<file path="config.mk">
export PLATFORM = sky130hd
export DESIGN_NAME = pulse_train_interval_capture
export DESIGN_NICKNAME = d
export VERILOG_FILES = /design/src/rtl/core/ptic_pkg.sv /design/src/rtl/core/pulse_train_interval_capture.sv
export SDC_FILE = /design/constraint.sdc
export NUM_CORES = 1
export LEC_CHECK = 0
export BUFFER_PORTS_ARGS = -buffer_cell sky130_fd_sc_hd__buf_2
export CORE_MARGIN = 1
export CORE_UTILIZATION = 45
export CTS_CLUSTER_SIZE = 40
export DETAILED_ROUTE_END_ITERATION = 6
export REMOVE_ABC_BUFFERS = 1
export SYNTH_ARGS = -nofsm -noshare
export SYNTH_HDL_FRONTEND = slang
export SYNTH_SLANG_ARGS = --single-unit
</file>
<file path="constraint.sdc">
create_clock -name clk -period 15.4 [get_ports clk]
set_input_delay 0.77 -clock clk [delete_from_list [all_inputs] [get_ports clk]]
set_output_delay 0.77 -clock clk [all_outputs]
set_load 0.02 [all_outputs]
</file>
<file path="src/rtl/core/ptic_pkg.sv">
// Package for the pulse train interval capture block.
// Holds the item codes, register indexes and the result word type.
// Depends on nothing.
package ptic_pkg;

	typedef enum logic [1:0] {
		FUNC_ARM  = 2'd0,
		FUNC_WRAP = 2'd1,
		FUNC_EDGE = 2'd2,
		FUNC_NOP  = 2'd3
	} func_t;

	typedef enum logic [0:0] {
		KIND_SAMPLE = 1'b0,
		KIND_DONE   = 1'b1
	} kind_t;

	typedef enum logic [1:0] {
		REG_TRIGGER = 2'd0,
		REG_WINDOW  = 2'd1,
		REG_LIMIT   = 2'd2,
		REG_NONE    = 2'd3
	} reg_idx_t;

	localparam logic [15:0] COUNT_MAX = 16'hFFFF;

	typedef struct packed {
		kind_t       kind;
		logic [15:0] idx;
		logic [31:0] interval;
		logic        last;
	} res_t;

endpackage

</file>
<file path="src/rtl/core/pulse_train_interval_capture.sv">
// Top level of the pulse train interval capture block: one input-capture
// channel that turns edge and wrap words into interval samples and a done word.
// Depends on ptic_pkg.
//
//   channel  handshake            payload
//   ------   -------------------  ------------------------------------
//   in       in_valid / in_ready  func, stamp, pin_level
//   out      out_valid/out_ready  kind, sample_index, interval_us, last
//   cfg      APB psel/penable     paddr, pwdata -> prdata, pready = 1
//
// An accepted word lands in the input register and is decoded against the session
// state in the next cycle. Its zero, one or two result words enter a two-entry
// output queue when the word retires, and the queue head drives the result port.
// One word a cycle is taken as long as results drain. A two-result word waits only
// until the queue is empty after this cycle's pop, which a draining output always
// allows. A stalled output fills the queue, then the input register, then
// drops in_ready. Reset clears the session as if just armed and loads the
// register defaults; no clearing pass is needed.
module pulse_train_interval_capture #(
	parameter int COUNTER_BITS = 16
) (
	input  logic        clk,
	input  logic        arst_n,
	// input words
	input  logic        in_valid,
	output logic        in_ready,
	input  logic [1:0]  func,
	input  logic [15:0] stamp,
	input  logic        pin_level,
	// result words
	output logic        out_valid,
	input  logic        out_ready,
	output logic        kind,
	output logic [15:0] sample_index,
	output logic [31:0] interval_us,
	output logic        last,
	// configuration
	input  logic        psel,
	input  logic        penable,
	input  logic        pwrite,
	input  logic [3:0]  paddr,
	input  logic [31:0] pwdata,
	output logic [31:0] prdata,
	output logic        pready
);

	// counter masks and wrap weight, all folded at elaboration
	localparam logic [63:0] WrapTicks64 = 64'd1 << COUNTER_BITS;
	localparam logic [31:0] WrapTicks   = WrapTicks64[31:0];
	localparam logic [63:0] CntMask64   = WrapTicks64 - 64'd1;
	localparam logic [31:0] CntMask     = CntMask64[31:0];
	localparam logic [15:0] StampMask   = CntMask64[15:0];

	// configuration registers
	logic        trigger_q;
	logic [31:0] window_q;
	logic [15:0] limit_q;

	// session state
	logic        running_q, finished_q;
	logic [15:0] prev_q, start_q, wraps_q, count_q;
	logic [31:0] wtot_q;

	logic        running_d, finished_d;
	logic [15:0] prev_d, start_d, wraps_d, count_d;
	logic [31:0] wtot_d;

	// input register
	logic        valid_s1;
	logic [1:0]  func_s1;
	logic [15:0] stamp_s1;
	logic        pin_s1;

	// output queue, head at entry 0
	ptic_pkg::res_t queue_q [2];
	ptic_pkg::res_t queue_d [2];
	logic [1:0]     cnt_q, cnt_d;

	// results of the word in the input register
	ptic_pkg::res_t res0, res1;
	logic [1:0]     nres;
	logic           pop, fire;
	logic [2:0]     need;

	logic [15:0] stamp_m;
	logic [31:0] interval, elapsed, wtot_inc, ovf_elapsed;
	logic        limited, below, emit, expire;

	logic cfg_wr;

	// ---------------- configuration port ----------------
	assign pready = 1'b1;
	assign cfg_wr = psel & penable & pwrite & pready;

	always_ff @(posedge clk or negedge arst_n) begin
		if (!arst_n) begin
			trigger_q <= 1'b0;
			window_q  <= 32'hFFFF_FFFF;
			limit_q   <= 16'd0;
		end else if (cfg_wr) begin
			unique case (ptic_pkg::reg_idx_t'(paddr[3:2]))
				ptic_pkg::REG_TRIGGER: trigger_q <= pwdata[0];
				ptic_pkg::REG_WINDOW:  window_q  <= pwdata;
				ptic_pkg::REG_LIMIT:   limit_q   <= pwdata[15:0];
				default: ;
			endcase
		end
	end

	always_comb begin
		unique case (ptic_pkg::reg_idx_t'(paddr[3:2]))
			ptic_pkg::REG_TRIGGER: prdata = {31'd0, trigger_q};
			ptic_pkg::REG_WINDOW:  prdata = window_q;
			ptic_pkg::REG_LIMIT:   prdata = {16'd0, limit_q};
			default:               prdata = 32'd0;
		endcase
	end

	// ---------------- decode of the held word ----------------
	assign stamp_m  = stamp_s1 & StampMask;
	assign limited  = (limit_q != 16'd0);
	assign below    = (count_q < limit_q);
	// interval counts each wrap since the last edge as a full counter period
	assign interval = (wraps_q == 16'd0)
		? ((32'(stamp_m) - 32'(prev_q)) & CntMask)
		: (32'(stamp_m) + (32'(wraps_q) << COUNTER_BITS) - 32'(prev_q));
	assign elapsed     = wtot_q + 32'(stamp_m) - 32'(start_q);
	assign wtot_inc    = wtot_q + WrapTicks;
	assign ovf_elapsed = wtot_inc - 32'(start_q);
	assign emit        = limited & below;
	assign expire      = (limited & ~below) | (elapsed > window_q);

	always_comb begin
		running_d  = running_q;
		finished_d = finished_q;
		prev_d     = prev_q;
		start_d    = start_q;
		wraps_d    = wraps_q;
		wtot_d     = wtot_q;
		count_d    = count_q;
		nres       = 2'd0;
		res0       = '{kind: ptic_pkg::KIND_DONE, idx: count_q, interval: 32'd0, last: 1'b1};
		res1       = '{kind: ptic_pkg::KIND_DONE, idx: count_q, interval: 32'd0, last: 1'b1};

		unique case (ptic_pkg::func_t'(func_s1))
			ptic_pkg::FUNC_ARM: begin
				running_d  = 1'b0;
				finished_d = 1'b0;
				prev_d     = 16'd0;
				start_d    = 16'd0;
				wraps_d    = 16'd0;
				wtot_d     = 32'd0;
				count_d    = 16'd0;
			end
			ptic_pkg::FUNC_WRAP: begin
				if (!finished_q && running_q) begin
					wraps_d = wraps_q + 16'd1;
					wtot_d  = wtot_inc;
					if (ovf_elapsed > window_q) begin
						nres       = 2'd1;
						finished_d = 1'b1;
						running_d  = 1'b0;
					end
				end
			end
			ptic_pkg::FUNC_EDGE: begin
				if (!finished_q) begin
					if (running_q) begin
						if (emit) begin
							res0 = '{kind: ptic_pkg::KIND_SAMPLE, idx: count_q,
								interval: interval, last: ~expire};
						end
						nres = {1'b0, emit} + {1'b0, expire};
						if (expire) begin
							// done word reports the count without this sample
							finished_d = 1'b1;
							running_d  = 1'b0;
						end else begin
							if (count_q < ptic_pkg::COUNT_MAX) count_d = count_q + 16'd1;
							prev_d  = stamp_m;
							wraps_d = 16'd0;
						end
					end else begin
						if (pin_s1 == trigger_q) begin
							prev_d    = stamp_m;
							start_d   = stamp_m;
							running_d = 1'b1;
							wtot_d    = 32'd0;
						end
						wraps_d = 16'd0;
					end
				end
			end
			default: ;
		endcase
	end

	// ---------------- flow control ----------------
	assign pop  = out_valid & out_ready;
	// queue occupancy after this cycle's pop plus the new results must fit
	assign need = {1'b0, cnt_q} - {2'b00, pop} + {1'b0, nres};
	assign fire = valid_s1 & (need <= 3'd2);
	assign in_ready = ~valid_s1 | fire;

	always_comb begin
		queue_d = queue_q;
		cnt_d   = cnt_q;
		if (pop) begin
			queue_d[0] = queue_q[1];
			cnt_d      = cnt_q - 2'd1;
		end
		if (fire) begin
			if (nres == 2'd2) begin
				queue_d[0] = res0;
				queue_d[1] = res1;
			end else if (nres == 2'd1) begin
				queue_d[cnt_d[0]] = res0;
			end
			cnt_d = cnt_d + nres;
		end
	end

	// ---------------- registers ----------------
	always_ff @(posedge clk or negedge arst_n) begin
		if (!arst_n) begin
			valid_s1   <= 1'b0;
			cnt_q      <= 2'd0;
			running_q  <= 1'b0;
			finished_q <= 1'b0;
			prev_q     <= 16'd0;
			start_q    <= 16'd0;
			wraps_q    <= 16'd0;
			wtot_q     <= 32'd0;
			count_q    <= 16'd0;
		end else begin
			if (in_ready) valid_s1 <= in_valid;
			cnt_q <= cnt_d;
			// advance the session only when the held word retires
			if (fire) begin
				running_q  <= running_d;
				finished_q <= finished_d;
				prev_q     <= prev_d;
				start_q    <= start_d;
				wraps_q    <= wraps_d;
				wtot_q     <= wtot_d;
				count_q    <= count_d;
			end
		end
	end

	always_ff @(posedge clk) begin
		if (in_ready && in_valid) begin
			func_s1  <= func;
			stamp_s1 <= stamp;
			pin_s1   <= pin_level;
		end
		queue_q <= queue_d;
	end

	// ---------------- result port ----------------
	assign out_valid    = (cnt_q != 2'd0);
	assign kind         = queue_q[0].kind;
	assign sample_index = queue_q[0].idx;
	assign interval_us  = queue_q[0].interval;
	assign last         = queue_q[0].last;

endmodule
</file>
==> metrics.txt <==
EDFF count, synth 69; post-route setup slack 5.80 ns; n_diodes 0; routability cong. 0.875; simple-gate area share of the yosys netlist 19.6%; DRC errors left 0; Max Cap Viol 0; min Tclk post-route 9.60 ns; Top FF cell, synth dfrtp_1; Post-CTS Setup Bufs 0; crit-path max cell delay 0.58 ns; final design utilization 50.7%; crit path from stamp_m[1]$_DFFE_PP_; post-synthesis sequential area ratio 36.8%; routed vias/inst 5.60; Ys Warns 0; core area 38000 um^2; CP required 15.88 ns; Placed Instance Area 18300 um^2; fraction of the mapped netlist area in compound gates 17.4%; DRT iter0 DRCs 956; setup_tns 0 ns; global-route wire length before repair 74100 um; cell taking the most area after synthesis dfrtp_1; antenna viol nets, final 0; CP dominant cell by count ha_1; Achievable Freq 0.104 GHz; DR pass1 iterations 7; fin area 19300 um^2; worst hold path class in2async; Syn Inst Count 2020; DP HPWL 34100 um; Total Power 5.03 mW; via count 14600; Clock transition at path regs 0.06 ns; I/O pins 147; largest family of logic cells by synthesized area simple AND/OR/NAND/NOR gates; worst-case hold slack 0.266 ns; Placed Cells incl. Taps 2556; TritonCTS buffer count 30; global route overflow 0; fin. max-slew vios 0; CTS tree done; Hold Vio Cnt, Final 0; non-filler cells, final 2612; Reg-to-Reg Start stamp_m[1]$_DFFE_PP_; antenna violations before repair 0; top cells by area, synth dfrtp_1, ha_1, edfxtp_1; Adder-Cell Fraction of Synth Area 12.5%; Tightest Pin Transition 1.18 ns; Clock Sinks 253; Port Buffers 143; most frequent cells in the layout nand2_1, ha_1, buf_2; CTS root buf clkbuf_16; WL per Instance 17.7 um; post_cts resized 0; period utilization 62.3%; crit-path max FO 13; number of synthesized register bits 253; FP Rows 71; Setup WS pre-CTS 5.88 ns; Die Y 200 um; Worst Setup Path Type reg2reg; die width 200 um; DRT Wirelength 46200 um; share of layout cells above drive strength 1 12.9%; Global Route Usage Sum 23.3%; H-tree levels 1; Final #Nets 2313; Rel. slew slack 21.1%; Max IR drop VDD 0.138 mV; crit path max-delay cell type a221oi_1; critical path startpoint category flip-flop; Final setup viols 0; clock buffer depth 3; Synth Area in XOR/XNOR 5.24%; Clock Latency Late Sink 0.57 ns; Post-Syn Area 17600 um^2; WP data arrival 10.08 ns; RSZ-0062 raised after global routing false; share of the synthesized area in the top cell type 14.5%; leakage 8.36 nW; Final Skew 0.0110 ns; status finished, final reports clean; mux cell area share after synthesis 1.22%; ys async rst share 53.0%; syn avg cell area 8.69 um^2; Die ar. 39800 um^2; area grow syn2layout 9.92%; commonest non-fill, non-tap cell in the layout nand2_1; nature of the critical path endpoint flip-flop; vias in the first global route 14000; pin count of the biggest net entering global routing 83; power density cells 261 nW/um^2; Hold Buf Count CTS 0; library cells used by synthesis 87; Initial Utilization 46.2%
==> synth_stat cells, types with 8 or more instances <==
cell,number
nand4_1,31
mux2i_1,18
o31ai_1,11
edfxtp_1,69
a21oi_1,119
xnor2_1,71
dfxtp_1,50
nor2_1,84
ha_1,171
xor2_1,34
a211oi_1,10
o21bai_1,9
nand3b_1,8
o22ai_1,15
o21ai_0,141
a32o_1,16
o21a_1,9
buf_4,50
a31oi_1,37
or2_2,8
and2_1,23
and3_1,12
nor2b_1,17
a21o_1,22
or3_1,23
buf_2,8
nor4_1,10
dfrtp_1,102
nand2_1,344
and4_1,8
o21ai_1,13
inv_1,136
o211ai_1,14
dfstp_2,32
or4_1,9
clkbuf_1,69
nand2b_1,21
nor3_1,21
nand3_1,65
a22o_1,24
==> path summary, 6_finish.rpt <==
path	endpoint	slack, ns	cells after the start
hold / removal	limit_q[13]$_DFFE_PN0P_	0.27	1
hold reg to reg	sample_index[3]$_DFF_P_	0.47	2
max in group asynchronous	start_q[1]$_DFFE_PN0P_	13.90	2
setup / recovery	wtot_q[28]$_DFFE_PN0P_	5.80	33
min in group clk	stamp_m[3]$_DFFE_PP_	0.41	1
setup reg to reg	wtot_q[28]$_DFFE_PN0P_	5.80	33
==> critical path: cells and delay by family (launching register included) <==
kind                     cells  cell delay [ns]
AO/OA/AOI/OAI               12             3.60
XOR/XNOR                     1             0.18
adder cells (fa/ha/maj)      7             2.21
buffers and inverters        4             0.65
flip-flops                   1             0.52
AND/OR/NAND/NOR              9             2.34
==> report_power, final <==
group	internal, mW	switching [mW]
Sequential	0.930	0.181
Combinational	1.24	1.97
Clock	0.422	0.281
==> final cells by class <==
class | count | area (um^2)
fill | 3663 | 18700
multi-input combinational | 1496 | 9860
sequential | 253 | 6470
clock buffer | 49 | 883
timing repair buffer | 159 | 842
tap | 511 | 639
inverter | 137 | 514
clock inverter | 7 | 87.6
==> logic make-up (layout without fill, tap and decap cells) <==
logic type	count (synthesis)	after routing
AOI/OAI and AO/OA	484	484
xor gates and xnor gates	105	105
adders and majority gates	174	174
buffers and inverters	272	352
DFF	253	253
muxes	21	21
other	1	2
and+or+nand+nor	710	710
==> sequential cells by signal, indices dropped and copies added, names as in the netlist, 2 cells and up <==
register	count
queue_q	50
wtot_q	16
stamp_m	16
interval_us	32
cnt_q	2
window_q	32
start_q	16
wraps_q	16
limit_q	16
count_q	16
prev_q	16
func_s1	2
sample_index	16
==> per-layer routing <==
| layer | track usage [%] | vias up | part of all wire (%) |
|---|---|---|---|
| li1 | - | 7197 | - |
| met3 | 3.00 | 57 | 4.2 |
| met1 | 32.0 | 7074 | 47 |
| met5 | 0 | - | 0 |
| met2 | 38.7 | 309 | 47 |
| met4 | 5.54 | 0 | 2.0 |
(Power assumes the default switching activity.)
